`config.mk`:
```
export PLATFORM = sky130hd
export DESIGN_NAME = i2c_master_byte_engine_core
export DESIGN_NICKNAME = d
export VERILOG_FILES = /design/src/i2c_mbe_pkg.sv /design/src/i2c_mbe_step.sv /design/src/i2c_master_byte_engine_core.sv
export SDC_FILE = /design/constraint.sdc
export NUM_CORES = 1
export LEC_CHECK = 0
export BUFFER_PORTS_ARGS = -buffer_cell sky130_fd_sc_hd__buf_2
export CELL_PAD_IN_SITES_DETAIL_PLACEMENT = 0
export CELL_PAD_IN_SITES_GLOBAL_PLACEMENT = 1
export CORE_MARGIN = 2
export CORE_UTILIZATION = 45
export CTS_BUF_LIST = sky130_fd_sc_hd__clkbuf_2
export DETAILED_ROUTE_END_ITERATION = 7
export MAX_ROUTING_LAYER = met4
export PLACE_DENSITY = 0.82
export SYNTH_ARGS = -nofsm -noshare
export SYNTH_HDL_FRONTEND = slang
export SYNTH_SLANG_ARGS = --single-unit
```
`constraint.sdc`:
```
create_clock -name clk_i -period 6.4 [get_ports clk_i]
set_input_delay 0.64 -clock clk_i [delete_from_list [all_inputs] [get_ports clk_i]]
set_output_delay 0.64 -clock clk_i [all_outputs]
set_load 0.02 [all_outputs]
```
`src/i2c_mbe_pkg.sv`:
```
package i2c_mbe_pkg;

  localparam int unsigned DelayBits = 16;
  localparam logic [DelayBits-1:0] HalfPeriodReset = DelayBits'(100);
  localparam int unsigned ByteBits = 8;

  typedef enum logic [1:0] {
    ACT_TICK  = 2'd0,
    ACT_WRITE = 2'd1,
    ACT_READ  = 2'd2,
    ACT_NONE  = 2'd3
  } action_e;

  typedef enum logic [3:0] {
    PH_IDLE  = 4'd0,
    PH_BEGIN = 4'd1,
    PH_RS_D1 = 4'd2,
    PH_RS_W  = 4'd3,
    PH_RS_D2 = 4'd4,
    PH_ST_D  = 4'd5,
    PH_WB_D1 = 4'd6,
    PH_WB_D2 = 4'd7,
    PH_WB_W  = 4'd8,
    PH_RB_D1 = 4'd9,
    PH_RB_W  = 4'd10,
    PH_RB_D2 = 4'd11,
    PH_SP_D1 = 4'd12,
    PH_SP_W  = 4'd13,
    PH_SP_D2 = 4'd14,
    PH_SP_D3 = 4'd15
  } phase_e;

  typedef struct packed {
    action_e             action;
    logic                start_req;
    logic                stop_req;
    logic [ByteBits-1:0] data_byte;
    logic                send_nack;
    logic                scl_level;
    logic                sda_level;
  } item_t;

  typedef struct packed {
    logic                scl_drive_low;
    logic                sda_drive_low;
    logic                busy_res;
    logic                done_res;
    logic [ByteBits-1:0] rx_byte;
    logic                nack_received;
    logic                arb_loss;
  } result_t;

  typedef struct packed {
    phase_e               phase;
    logic [3:0]           bit_count;
    logic [ByteBits-1:0]  shift_reg;
    logic [DelayBits-1:0] delay_count;
    logic                 transfer_open;
    logic                 arb_flag;
    logic                 cf_start;
    logic                 cf_stop;
    logic                 cf_nack;
    logic                 cf_read;
    logic                 scl_low;
    logic                 sda_low;
    logic [ByteBits-1:0]  rx_hold;
    logic                 ack_hold;
  } eng_state_t;

endpackage

```
`src/i2c_mbe_step.sv`:
```
module i2c_mbe_step import i2c_mbe_pkg::*; (
  input  eng_state_t           state_i,
  input  item_t                item_i,
  input  logic [DelayBits-1:0] half_period_i,
  output eng_state_t           state_o,
  output result_t              result_o
);

  logic [DelayBits-1:0] dly;
  eng_state_t s;
  logic do_begin, do_after, do_start, done, arb_rep, wait_over, bit_wr, bit_val;

  assign dly = (half_period_i == '0) ? DelayBits'(1) : half_period_i;

  always_comb begin
    s = state_i;
    do_begin = 1'b0;
    do_after = 1'b0;
    do_start = 1'b0;
    done = 1'b0;
    arb_rep = 1'b0;
    wait_over = 1'b0;
    bit_wr = 1'b0;
    bit_val = 1'b0;

    if (item_i.action == ACT_WRITE || item_i.action == ACT_READ) begin
      if (state_i.phase == PH_IDLE) begin
        s.cf_start = item_i.start_req;
        s.cf_stop = item_i.stop_req;
        s.cf_nack = item_i.send_nack;
        s.cf_read = (item_i.action == ACT_READ);
        s.shift_reg = (item_i.action == ACT_READ) ? '0 : item_i.data_byte;
        s.bit_count = '0;
        s.phase = PH_BEGIN;
      end
    end else if (item_i.action == ACT_TICK && state_i.phase != PH_IDLE) begin
      case (state_i.phase)
        PH_RS_W, PH_WB_W, PH_RB_W, PH_SP_W: wait_over = item_i.scl_level;
        PH_BEGIN: wait_over = 1'b1;
        default: begin
          if (state_i.delay_count > DelayBits'(1)) begin
            s.delay_count = state_i.delay_count - DelayBits'(1);
          end else begin
            wait_over = 1'b1;
          end
        end
      endcase
    end

    if (wait_over) begin
      unique case (state_i.phase)
        PH_BEGIN: begin
          if (!state_i.cf_read && state_i.cf_start) begin
            if (state_i.transfer_open) begin
              s.sda_low = 1'b0;
              s.delay_count = dly;
              s.phase = PH_RS_D1;
            end else begin
              do_start = 1'b1;
            end
          end else begin
            do_begin = 1'b1;
          end
        end
        PH_RS_D1: begin
          s.scl_low = 1'b0;
          s.phase = PH_RS_W;
        end
        PH_RS_W: begin
          s.delay_count = dly;
          s.phase = PH_RS_D2;
        end
        PH_RS_D2: do_start = 1'b1;
        PH_ST_D: begin
          s.scl_low = 1'b1;
          s.transfer_open = 1'b1;
          do_begin = 1'b1;
        end
        PH_WB_D1: begin
          s.scl_low = 1'b0;
          s.delay_count = dly;
          s.phase = PH_WB_D2;
        end
        PH_WB_D2: s.phase = PH_WB_W;
        PH_WB_W: begin
          if (!state_i.sda_low && !item_i.sda_level) s.arb_flag = 1'b1;
          s.scl_low = 1'b1;
          if (!state_i.cf_read) s.shift_reg = {state_i.shift_reg[ByteBits-2:0], 1'b0};
          do_after = 1'b1;
        end
        PH_RB_D1: begin
          s.scl_low = 1'b0;
          s.phase = PH_RB_W;
        end
        PH_RB_W: begin
          s.delay_count = dly;
          s.phase = PH_RB_D2;
        end
        PH_RB_D2: begin
          if (state_i.cf_read) begin
            s.shift_reg = {state_i.shift_reg[ByteBits-2:0], item_i.sda_level};
            if (state_i.bit_count == 4'd7) s.rx_hold = s.shift_reg;
          end else begin
            s.ack_hold = item_i.sda_level;
          end
          s.scl_low = 1'b1;
          do_after = 1'b1;
        end
        PH_SP_D1: begin
          s.scl_low = 1'b0;
          s.phase = PH_SP_W;
        end
        PH_SP_W: begin
          s.delay_count = dly;
          s.phase = PH_SP_D2;
        end
        PH_SP_D2: begin
          s.sda_low = 1'b0;
          s.delay_count = dly;
          s.phase = PH_SP_D3;
        end
        PH_SP_D3: begin
          if (!item_i.sda_level) s.arb_flag = 1'b1;
          s.transfer_open = 1'b0;
          done = 1'b1;
        end
        default: s.phase = PH_IDLE;
      endcase
    end

    if (do_start) begin
      if (!item_i.sda_level) s.arb_flag = 1'b1;
      s.sda_low = 1'b1;
      s.delay_count = dly;
      s.phase = PH_ST_D;
    end

    if (do_after) begin
      s.bit_count = state_i.bit_count + 4'd1;
      if (s.bit_count <= 4'd8) begin
        do_begin = 1'b1;
      end else if (state_i.cf_stop) begin
        s.sda_low = 1'b1;
        s.delay_count = dly;
        s.phase = PH_SP_D1;
      end else begin
        done = 1'b1;
      end
    end

    if (do_begin) begin
      bit_wr = state_i.cf_read ? (s.bit_count == 4'd8) : (s.bit_count < 4'd8);
      bit_val = state_i.cf_read ? state_i.cf_nack : s.shift_reg[ByteBits-1];
      s.sda_low = bit_wr ? !bit_val : 1'b0;
      s.delay_count = dly;
      s.phase = bit_wr ? PH_WB_D1 : PH_RB_D1;
    end

    if (done) begin
      s.phase = PH_IDLE;
      arb_rep = s.arb_flag;
      s.arb_flag = 1'b0;
    end
  end

  assign state_o = s;

  always_comb begin
    result_o.scl_drive_low = s.scl_low;
    result_o.sda_drive_low = s.sda_low;
    result_o.busy_res = (s.phase != PH_IDLE);
    result_o.done_res = done;
    result_o.rx_byte = s.rx_hold;
    result_o.nack_received = s.ack_hold;
    result_o.arb_loss = arb_rep;
  end

endmodule

```
`src/i2c_master_byte_engine_core.sv`:
```
// An accepted word is first registered in the input register (in_q); its result
// word is then registered in the output register (out_q) and held until taken.
// Throughput: one word per cycle unless m_axis stalls; one state step per word.
// Reset (rst_ni low): engine idle, both lines released, counters and flags
// cleared, half_period_ticks back to 100, no word held on either side.
module i2c_master_byte_engine_core import i2c_mbe_pkg::*; (
  input  logic                 clk_i,
  input  logic                 rst_ni,
  input  logic                 cfg_we_i,
  input  logic [DelayBits-1:0] cfg_wdata_i,   // half_period_ticks
  input  logic                 s_axis_tvalid,
  output logic                 s_axis_tready,
  input  logic [1:0]           s_axis_tuser,  // action
  // start_req, stop_req, data_byte[7:0], send_nack, scl_level, sda_level, 3'b0
  input  logic [15:0]          s_axis_tdata,
  output logic                 m_axis_tvalid,
  input  logic                 m_axis_tready,
  // scl_drive_low, sda_drive_low, busy_res, done_res, rx_byte[7:0],
  // nack_received, arb_loss, 2'b0
  output logic [15:0]          m_axis_tdata
);

  logic [DelayBits-1:0] half_period_q;
  logic in_vld_q, out_vld_q, advance;
  item_t in_q, in_d;
  result_t out_q, res;
  eng_state_t state_q, state_d;

  assign advance = in_vld_q && (!out_vld_q || m_axis_tready);
  assign s_axis_tready = !in_vld_q || advance;

  always_comb begin
    in_d.action = action_e'(s_axis_tuser);
    in_d.start_req = s_axis_tdata[0];
    in_d.stop_req = s_axis_tdata[1];
    in_d.data_byte = s_axis_tdata[9:2];
    in_d.send_nack = s_axis_tdata[10];
    in_d.scl_level = s_axis_tdata[11];
    in_d.sda_level = s_axis_tdata[12];
  end

  i2c_mbe_step u_step (
    .state_i      (state_q),
    .item_i       (in_q),
    .half_period_i(half_period_q),
    .state_o      (state_d),
    .result_o     (res)
  );

  always_ff @(posedge clk_i or negedge rst_ni) begin
    if (!rst_ni) begin
      half_period_q <= HalfPeriodReset;
      in_vld_q <= 1'b0;
      out_vld_q <= 1'b0;
      state_q <= '0;
    end else begin
      if (cfg_we_i) half_period_q <= cfg_wdata_i;
      if (s_axis_tready) in_vld_q <= s_axis_tvalid;
      if (advance) begin
        out_vld_q <= 1'b1;
        state_q <= state_d;
      end else if (m_axis_tready) begin
        out_vld_q <= 1'b0;
      end
    end
  end

  always_ff @(posedge clk_i) begin
    if (s_axis_tready && s_axis_tvalid) in_q <= in_d;
    if (advance) out_q <= res;
  end

  assign m_axis_tvalid = out_vld_q;
  assign m_axis_tdata = {2'b00, out_q.arb_loss, out_q.nack_received, out_q.rx_byte,
                         out_q.done_res, out_q.busy_res, out_q.sda_drive_low,
                         out_q.scl_drive_low};

endmodule
```
# ---- Word-level counts from Yosys, hierarchy flattened
# Cells that the tools add are included.
dict set report op_classes {
  add_sub_neg 2
  order_cmp 3
  eq_ne 19
  n_mux 77
  reduce_logical 30
}
# op n
set op_table {}
lappend op_table {{16-bit two-way mux} 14}
lappend op_table {{8-bit two-way mux} 6}
lappend op_table {{4-bit case mux with 11 select lines} 1}
lappend op_table {{4-bit == test, second input constant} 9}
lappend op_table {{4-bit two-way mux} 9}
lappend op_table {{1-bit two-way mux} 35}
lappend op_table {{16-bit case mux with 2 select lines} 1}
lappend op_table {{26-bit two-way mux} 1}
lappend op_table {{4-bit by 3-bit == test with 1-bit output, second input constant} 5}
lappend op_table {{16-bit by 1-bit > comparator with 1-bit output, second input constant} 1}
lappend op_table {{16-bit logical NOT} 1}
lappend op_table {{8-bit case mux with 2 select lines} 1}
lappend op_table {{16-bit by 1-bit subtractor with 16-bit output, second input constant} 1}
lappend op_table {{5-bit OR reduction} 3}
lappend op_table {{1-bit case mux with 2 select lines} 7}
lappend op_table {{11-bit two-way mux} 1}
lappend op_table {{9-bit two-way mux} 1}
lappend op_table {{4-bit by 2-bit == test with 1-bit output, second input constant} 2}
lappend op_table {{4-bit nonzero test} 2}
lappend op_table {{4-bit OR reduction} 2}
lappend op_table {{1-bit logical NOT} 6}
lappend op_table {{3-bit AND reduction} 2}
lappend op_table {{1-bit logical AND} 5}
lappend op_table {{4-bit by 1-bit adder with 4-bit output, second input constant} 1}
lappend op_table {{11 further kinds} 14}
dict set report word_totals {
  ff_bits 96
  in_bits 39
  output_inout_bits 18
  elab_cells 162
}

# ---- Longest topological paths before layout
# Gate-level depths: netlist (run 1).
dict set report logic_depth {
  depth_word 18
  mapped_depth 11
  mapped_depth_nobuf 9
}

# ---- Hierarchy
# Synthesis (run 1) repeated with hierarchy kept, for this count alone.
dict set report hier_totals {
  hier_cells 487
  hier_area_um2 5576.6
}
# module n_inst cells_per_inst area_each_um2 seq_area_each_um2
set by_module_without_submodules {}
lappend by_module_without_submodules {i2c_master_byte_engine_core 1 178 3609.7 2551.2}
lappend by_module_without_submodules {i2c_mbe_step 1 309 1966.9 0.0}

# ---- Worst setup path before layout (run 1)
# Ideal clock, no wire load.
dict set report synth_timing {
  path_type {reg2reg}
  from {register state_q[28] (netlist bit)}
  to {register out_q (netlist bit m_axis_tdata[2]), data pin}
  setup_time_ns 0.274
  arrival_time_ns 2.319
  t_required_ns 6.126
  path_slack_ns 3.808
  path_stages_with_launch 9
  n_path_buf 1
  period_less_slack_ns 2.592
  path_cell_list {dfrtp_1 or4_4 nand4b_4 o21a_1 buf_6 nor3_4 mux2_4 nor3_2 o22ai_1}
}
# item line_no
set synth_lines {}
lappend synth_lines {{start: declaration} i2c_master_byte_engine_core.sv:27} ;# eng_state_t state_q, state_d;
lappend synth_lines {{start signal: assignment} i2c_master_byte_engine_core.sv:61} ;# state_q <= state_d;
lappend synth_lines {{end signal: assignment} i2c_master_byte_engine_core.sv:70} ;# if (advance) out_q <= res;
lappend synth_lines {{end: declaration} i2c_master_byte_engine_core.sv:26} ;# result_t out_q, res;

# ---- Worst setup path after layout (run 1)
dict set report layout_timing {
  from {register state_q[45] (netlist bit)}
  to {register state_q[24] (netlist bit)}
}
dict set report layout_between {
  elab_chain_len 14
  elab_cells_between_ends 39
  cone_classes {eq/ne: 10; mux: 23; reduce/logical: 6}
}
# item line_no
set layout_rtl {}
lappend layout_rtl {{4-bit by 1-bit == test with 1-bit output, or another cell as far along} {i2c_mbe_step.sv:37, i2c_mbe_step.sv:51}}
lappend layout_rtl {{5-bit OR reduction (no source line)} --}
lappend layout_rtl {{16-bit two-way mux} i2c_mbe_step.sv:37} ;# case (state_i.phase)
lappend layout_rtl {{16-bit two-way mux} i2c_mbe_step.sv:36} ;# end else if (item_i.action == ACT_TICK && state_i.phase != PH_IDLE) begin
lappend layout_rtl {{16-bit two-way mux} i2c_mbe_step.sv:26} ;# if (item_i.action == ACT_WRITE || item_i.action == ACT_READ) begin
lappend layout_rtl {{16-bit two-way mux} i2c_mbe_step.sv:54} ;# if (state_i.transfer_open) begin
lappend layout_rtl {{16-bit two-way mux} i2c_mbe_step.sv:53} ;# if (!state_i.cf_read && state_i.cf_start) begin
lappend layout_rtl {{16-bit case mux with 2 select lines} i2c_mbe_step.sv:51} ;# unique case (state_i.phase)
lappend layout_rtl {{26-bit two-way mux} i2c_mbe_step.sv:50} ;# if (wait_over) begin
lappend layout_rtl {{16-bit two-way mux} i2c_mbe_step.sv:131} ;# if (do_start) begin
lappend layout_rtl {{16-bit two-way mux} i2c_mbe_step.sv:142} ;# end else if (state_i.cf_stop) begin
lappend layout_rtl {{16-bit two-way mux} i2c_mbe_step.sv:140} ;# if (s.bit_count <= 4'd8) begin
lappend layout_rtl {{16-bit two-way mux} i2c_mbe_step.sv:138} ;# if (do_after) begin
lappend layout_rtl {{16-bit two-way mux (*)} i2c_mbe_step.sv:151} ;# if (do_begin) begin
# Mark *: on every way between the ends. The rest lies on a longest branch, timed or not.
# A chain may end at the register's enable or synchronous reset.

==> metrics.md, run 1 <==
| Metric | Value |
|---|---|
| Status | finished, final reports clean |
| Sequential area share after synthesis | 49.47% |
| Ys flop type | dfrtp_1 |
| Sw Share | 40.92% |
| Area share of the largest cell type after synthesis | 31.05% |
| Setup-failing EPs final | 0 |
| Worst-Margin Slew | 0.9473 ns |
| Hold Vio Cnt, Final | 0 |
| PD cells | 326.7 mW/mm^2 |
| Crit Path Max Fanout | 29 |
| Htree depth | 3 |
| Number of synthesized register bits | 96 |
| Sequential power share | 51.3% |
| Post-cts gate resize count | 0 |
| Post-DP HPWL | 8200 um |
| Initial Utilization | 45.56% |
| Via count | 4,009 |
| Area grow syn2layout | 8.904% |
| Clock sinks | 96 |
| Critical path startpoint category | flip-flop |
| Clk_lat worst skew | 0.56 ns |
| Max rail drop VDD | 0.1402 mV |
| Number of flops mapped to enable cells by yosys | 29 |
| Root Driver | clkbuf_2 |
| Area leader, netlist | dfrtp_1 |
| Highest clock rate | 285.4 MHz |
| Ant diodes | 0 |
| Slew Viols, Final | 0 |
| Crit end category | flip-flop |
| DRT iter0 DRCs | 234 |
| Nets | 557 |
| Core ar. | 0.01132 sq mm |
| Number of global-route vias before repair | 3,860 |
| Clk slew on worst S/H paths | 0.28 ns |
| Setup bufs post-CTS | 0 |
| Worst EP arrival | 3.97 ns |
| Worst R2R Start | state_q[45]$_DFFE_PN0P_ |
| Routability Congestion | 0.9488 |
| Largest net degree at the start of global routing | 68 |
| CP startpoint | state_q[45]$_DFFE_PN0P_ |
| Die Y-Extent | 111.1 um |
| Grt total ovfl | 0 |
| Routed length per instance | 17.89 um |
| Seq. cell area | 0.002551 sq mm |
| CP peak stage delay | 0.94 ns |
| Number of nets with antenna violations after detailed routing | 0 |
| Rows | 39 |
| DRC Markers | 0 |
| Area contributors post-synth | dfrtp_1 (31%), edfxtp_1 (17%), mux2_2 (6.6%), mux2_4 (2.6%), nand2_1 (2.4%) |
| Largest buffer count on any clock path | 2 |
| Hold-fix buffers at CTS | 0 |
| Routed wire length | 11,820 um |
| Slew headroom | 36.61% |
| Final Skew | 0.03169 ns |
| Final Core Density | 49.61% |
| DR pass1 iterations | 5 |
| Post-synth ARST share | 69.79% |
| Final instance area | 0.005617 sq mm |
| IO Count | 57 |
| Final Cycle Share | 54.75% |
| Mapped Cells | 475 |
| Yosys cell types | 78 |
| Initial antenna violation count | 0 |
| Die Area | 0.01233 sq mm |
| Total of max-cap violations | 0 |
| Net Sw Power | 0.7509 mW |
| Clock tree from TritonCTS | done |
| Placed Area | 0.005488 sq mm |
| Cell area after synthesis | 0.005157 sq mm |
| GRT Overall Usage | 19.85% |
| First-pass GRT wire length | 19,510 um |
| Worst path slowest cell | dfrtp_1 |
| Int Pwr | 1.084 mW |
| Pwr Total | 1.835 mW |
| Synth Area per Inst | 10.86 sq um |
| Via-per-instance ratio | 6.065 |
| Die X-Extent | 111.1 um |
| HP Class | in2async |
| Area of the multi-input gates | 0.002405 sq mm |
| Crit Path Category | reg2reg |
| Inserted Clock Buffers | 9 |
| Buffers on Ports | 51 |
| Combinational fraction of design power | 31.4% |
| Minimum clock period | 3.504 ns |
| CP required | 6.87 ns |
| Leakage power | 2.305 nW |
| # fillers | 1,062 |
| RSZ-0062 raised after global routing | false |
| Worst reg-to-reg path cell count | 8 |
| Fin Setup TNS | 0 ns |
| Crit-path cells | or3_1 -> a21oi_1 -> nor3_1 -> buf_4 -> nand2_1 -> nor2_1 -> o21ai_0 -> a221o_1 |
| Fraction of layout cells with a size suffix above 1 | 24.71% |
| Clock power share | 17.3% |
| Ys Warns | 0 |
-- state kept, by name, indices dropped and copies added (netlist names) --
name,count
state_q,49
m_axis_tvalid,1
m_axis_tdata,14
in_q,15
in_vld_q,1
half_period_q,16
-- worst paths after layout --
path / to / slack [ns]
max in group asynchronous: half_period_q[0]$_DFFE_PN0P_ / 5.59
min: state_q[10]$_DFFE_PN0P_ / 0.20
max reg2reg: state_q[24]$_DFFE_PN0P_ / 2.90
max: state_q[24]$_DFFE_PN0P_ / 2.90
min reg2reg: state_q[12]$_DFFE_PN0P_ / 0.52
min in group clk_i: in_q[12]$_DFFE_PP_ / 0.22
-- logic make-up (layout without fill, tap and decap cells) --
family | Yosys count | count (layout) | synth area share [%]
XOR/XNOR | 1 | 1 | 0.1699
adder cells (fa/ha/maj) | 5 | 5 | 1.213
buffers and inverters | 46 | 88 | 3.979
AND/OR/NAND/NOR | 140 | 140 | 15.92
AO/OA/AOI/OAI | 145 | 145 | 19.63
other | 1 | 2 | 0.07271
multiplexers | 41 | 41 | 9.558
flip-flops | 96 | 96 | 49.47
-- power by group through the flow --
stage / registers [mW] / logic [mW] / clock network (mW)
after floorplan: 0.856 / 0.508 / 0
after global placement: 0.940 / 0.551 / 0
after detailed placement: 0.949 / 0.567 / 0
after CTS: 0.936 / 0.572 / 0.325
after global routing: 0.964 / 0.636 / 0.350
final: 0.941 / 0.576 / 0.318
-- metrics by stage --
step	hold WS, ns	setup slack (ns)	cells
3_5_place_dp	0.4751	2.991	645
3_3_place_gp	0.4716	3.019	645
6_report	0.2025	2.896	661
5_1_grt	0.1709	2.696	661
2_1_floorplan	0.3444	3.808	476
4_1_cts	0.1908	2.960	661
-- synth_stat cells, types with 3 or more instances --
master	instances
o22a_1	3
nand3_1	10
o21ai_0	20
clkbuf_1	16
a221o_1	4
a211oi_1	6
a22oi_1	9
o21a_1	6
a2bb2oi_1	5
nand2_1	33
o2bb2ai_1	4
o31ai_1	3
and2_1	3
nand4_1	3
a21o_1	4
mux2_2	30
a21oi_1	20
nand4b_1	3
nor2_1	20
dfstp_2	3
nand3b_1	5
a21boi_0	3
nor3_1	14
nor2b_1	5
buf_2	8
mux2_4	9
nor4_1	12
edfxtp_1	29
o211ai_1	4
nand2b_1	10
dfrtp_1	64
o22ai_1	8
or3_1	4
o21ai_1	14
a31oi_1	6
ha_1	5
inv_1	16
-- layout make-up --
cell class | count | area share [%]
repair buffers | 56 | 5.213
well taps | 143 | 3.186
clock buffers | 10 | 0.8911
flip-flops and latches | 96 | 45.42
clock inverters | 6 | 1.403
inverters | 16 | 1.069
multi-input cells | 334 | 42.82
-- per-layer routing --
layer	vias up	track usage [%]	share of wire [%]
met4	0	5.514	1.2
met5	-	-	0
met2	130	30.88	48
met1	1993	27.76	46
li1	1874	-	-
met3	12	2.515	4.8
-- cell usage in the layout (no fill, tap or decap), types with 8 or more instances in the layout --
cell type,netlist,final
o21ai_1,14,14
nor2_1,20,20
nor4_1,12,12
mux2_4,9,9
nand2b_1,10,10
mux2_2,30,30
nand2_1,33,33
nor3_1,14,14
o22ai_1,8,8
buf_2,8,51
a21oi_1,20,20
edfxtp_1,29,29
dfrtp_1,64,64
a22oi_1,9,9
o21ai_0,20,20
clkbuf_2,0,10
nand3_1,10,10
inv_1,16,15
-- critical path: cells and delay by family (launching register included) --
kind	cells	cell delay [ns]
AOI/OAI and AO/OA	3	0.70
and+or+nand+nor	4	1.58
buffers and inverters	1	0.18
DFF	1	0.94
No activity file was read; power rests on OpenSTA's default activity.
==> run 2, diff against run 1 <==
Settings changed: CORE_UTILIZATION 45 to 44, PLACE_DENSITY 0.82 to 0.84.
Clock period 6.4 ns to 2.85 ns, I/O delays scaled along.
==> metrics.md, run 2 (same netlist as run 1, synthesis figures left out) <==
| Metric | Value |
|---|---|
| Clock sinks | 96 (unchanged) |
| Clk slew on worst S/H paths | 0.30 ns (+0.02 ns) |
| Slew Viols, Final | 0 (unchanged) |
| Final Core Density | 54.56% (+4.9 points) |
| Combinational fraction of design power | 37.6% (+6.2 points) |
| GRT Overall Usage | 21.07% (+1.2 points) |
| Placed Area | 0.005718 sq mm (+4.2%) |
| Max rail drop VDD | 0.4691 mV (+230%) |
| Worst reg2reg endpoint | state_q[45]$_DFFE_PN0P_ |
| # fillers | 1,003 (-5.6%) |
| Largest buffer count on any clock path | 2 (unchanged) |
| Routed wire length | 12,450 um (+5.3%) |
| CP bufs+invs | 1 (unchanged) |
| Cell Count, Final, Fillers Out | 725 (+9.7%) |
| Setup bufs post-CTS | 0 (unchanged) |
| Min-Delay Path Depth | 2 |
| Hold_sp | cfg_we_i |
| DR pass1 iterations | 5 (unchanged) |
| RSZ-0062 raised after global routing | false |
| Total of max-cap violations | 0 (unchanged) |
| Clock power share | 16.6% (-0.7 points) |
| CP required | 3.40 ns (-3.47 ns) |
| Via count | 4,232 (+5.6%) |
| CP top delay family | simple AND/OR/NAND/NOR gates |
| Fin Setup TNS | 0 ns (unchanged) |
| Most common cell after layout, fill and taps aside | dfrtp_1 |
| Clock tree from TritonCTS | done |
| Int Pwr | 2.631 mW (+140%) |
| Grt total ovfl | 0 (unchanged) |
| DRT iter0 DRCs | 215 (-8.1%) |
| Final instance area | 0.006230 sq mm (+11%) |
| Leakage power | 2.604 nW (+13%) |
| Hold Vio Cnt, Final | 0 (unchanged) |
| PD cells | 703.4 mW/mm^2 (+120%) |
| IO Count | 57 (unchanged) |
| Worst-Margin Slew | 0.7046 ns (-0.2427 ns) |
| Largest Register | state_q |
| Inserted Clock Buffers | 9 (unchanged) |
| Initial antenna violation count | 0 (unchanged) |
| Crit end category | flip-flop |
| Critical path startpoint category | flip-flop |
| HP Class | in2reg |
| Minimum clock period | 2.685 ns (-0.8189 ns) |
| Commonest cells after routing, fill and taps aside | dfrtp_1 (64), buf_2 (51), dlygate4sd3_1 (35) |
| Number of nets with antenna violations after detailed routing | 0 (unchanged) |
| Rows | 39 (unchanged) |
| Worst reg-to-reg path cell count | 8 (unchanged) |
| Hold EP | half_period_q[11]$_DFFE_PN0P_ |
| Core ar. | 0.01142 sq mm (+0.86%) |
| Via-per-instance ratio | 5.837 (-3.8%) |
| Sw Share | 39.96% (-0.97 points) |
| Area grow syn2layout | 20.79% |
| Root Driver | clkbuf_2 |
| Clk_lat worst skew | 0.62 ns (+0.06 ns) |
| Setup-failing EPs final | 0 (unchanged) |
| Max FFs per register | 49 (unchanged) |
| R2r setup slk | 0.17 ns (-2.73 ns) |
| Number of global-route vias before repair | 4,228 (+9.5%) |
| Crit Path Max Fanout | 8 (-72%) |
| Post-DP HPWL | 8563 um (+4.4%) |
| Slew headroom | 53.02% (+16 points) |
| Nets | 621 (+11%) |
| Net Sw Power | 1.751 mW (+130%) |
| # placed instances | 674 (+4.5%) |
| Fraction of layout cells with a size suffix above 1 | 27.66% (+3.0 points) |
| First-pass GRT wire length | 20,880 um (+7.0%) |
| Crit Path Category | reg2reg |
| Pwr Total | 4.382 mW (+140%) |
| Crit-path cells | or4_4 -> nand4b_4 -> o21a_4 -> nor3_4 -> mux2_4 -> nor3_2 -> buf_4 -> o221a_1 |
| Die Y-Extent | 112.3 um (+1.1%) |
| DRC Markers | 0 (unchanged) |
| Status | finished, final reports clean |
| Final Skew | 0.03809 ns (+0.006400 ns) |
| Initial Utilization | 45.17% (-0.39 points) |
| Routability Congestion | 0.9358 (-1.4%) |
| Worst R2R Start | state_q[28]$_DFFE_PN0P_ |
| Sequential power share | 45.8% (-5.5 points) |
| Die Area | 0.01260 sq mm (+2.2%) |
| Routed length per instance | 17.18 um (-4.0%) |
| Largest regs | state_q x49, half_period_q x16, in_q x15 |
| Buffers on Ports | 51 (unchanged) |
| Worst EP arrival | 3.23 ns (-0.74 ns) |
| Ant diodes | 0 (unchanged) |
| Largest net degree at the start of global routing | 68 (unchanged) |
| Worst path slowest cell | or4_4 |
| Final Cycle Share | 94.21% (+39 points) |
| Die X-Extent | 112.3 um (+1.1%) |
| Highest clock rate | 372.4 MHz (+31%) |
| CP peak stage delay | 0.55 ns (-0.39 ns) |
| Htree depth | 3 (unchanged) |
[run 2: cell type report]
type	count	area (sq um)	area share, %
flip-flops and latches	96	2551	40.95
clock buffers	9	45.04	0.7230
multi-input cells	334	2434	39.06
clock inverters	7	87.58	1.406
repair buffers	120	873.3	14.02
inverters	16	60.06	0.9640
well taps	143	178.9	2.872
[run 2: per-stage QoR]
| step | setup WS, ns | hold slack, ns |
|---|---|---|
| after detailed placement | 0.04563 | 0.3388 |
| after CTS | 0.0004201 | 0.1083 |
| after global placement | 0.04437 | 0.3332 |
| after floorplan | 0.2576 | -0.01059 |
| final | 0.1650 | 0.1362 |
| after global routing | 0.01515 | 0.1033 |
[run 2: layer usage]
layer	global-route usage, %	wire length (um)	up-vias
met5	-	0	-
met4	4.878	204	0
met3	4.266	576	23
met2	34.22	6040	117
met1	27.51	5632	2090
li1	-	-	2002
[run 2: worst max-delay path by stage]
stage / startpoint / to / slack [ns] / cells past startpoint
5_1_grt: in_q[14]$_DFFE_PP_ / state_q[45]$_DFFE_PN0P_ / 0.02 / 10
2_1_floorplan: state_q[28]$_DFFE_PN0P_ / m_axis_tdata[2]$_DFFE_PP_ / 0.26 / 8
3_3_place_gp: in_q[14]$_DFFE_PP_ / m_axis_tdata[1]$_DFFE_PP_ / 0.04 / 9
6_report: state_q[28]$_DFFE_PN0P_ / state_q[45]$_DFFE_PN0P_ / 0.17 / 8
4_1_cts: in_q[14]$_DFFE_PP_ / m_axis_tdata[1]$_DFFE_PP_ / 0.0004 / 9
3_5_place_dp: in_q[14]$_DFFE_PP_ / m_axis_tdata[1]$_DFFE_PP_ / 0.05 / 9
[run 2: worst register-to-register path: stages (launching register included)]
cell,delay [ns]
dfrtp_1,0.46
or4_4,0.55
nand4b_4,0.24
o21a_4,0.30
nor3_4,0.23
mux2_4,0.34
nor3_2,0.18
buf_4,0.15
o221a_1,0.17
[run 2: repair_timing]
| item | CTS | global route |
|---|---|---|
| hold buffers | 35 | 0 |
| resized for setup | 0 | 7 |
| endpoints found under the hold margin | 100 | 0 |
| setup endpoints to repair | 0 | 44 |
[run 2: power groups by stage]
stage / Combinational, mW / Sequential [mW] / Clock [mW]
floorplan: 1.14 / 1.92 / 0
global placement: 1.54 / 2.02 / 0
detailed placement: 1.56 / 2.03 / 0
CTS: 1.61 / 2.00 / 0.754
global route: 1.81 / 2.05 / 0.809
finish: 1.65 / 2.01 / 0.728
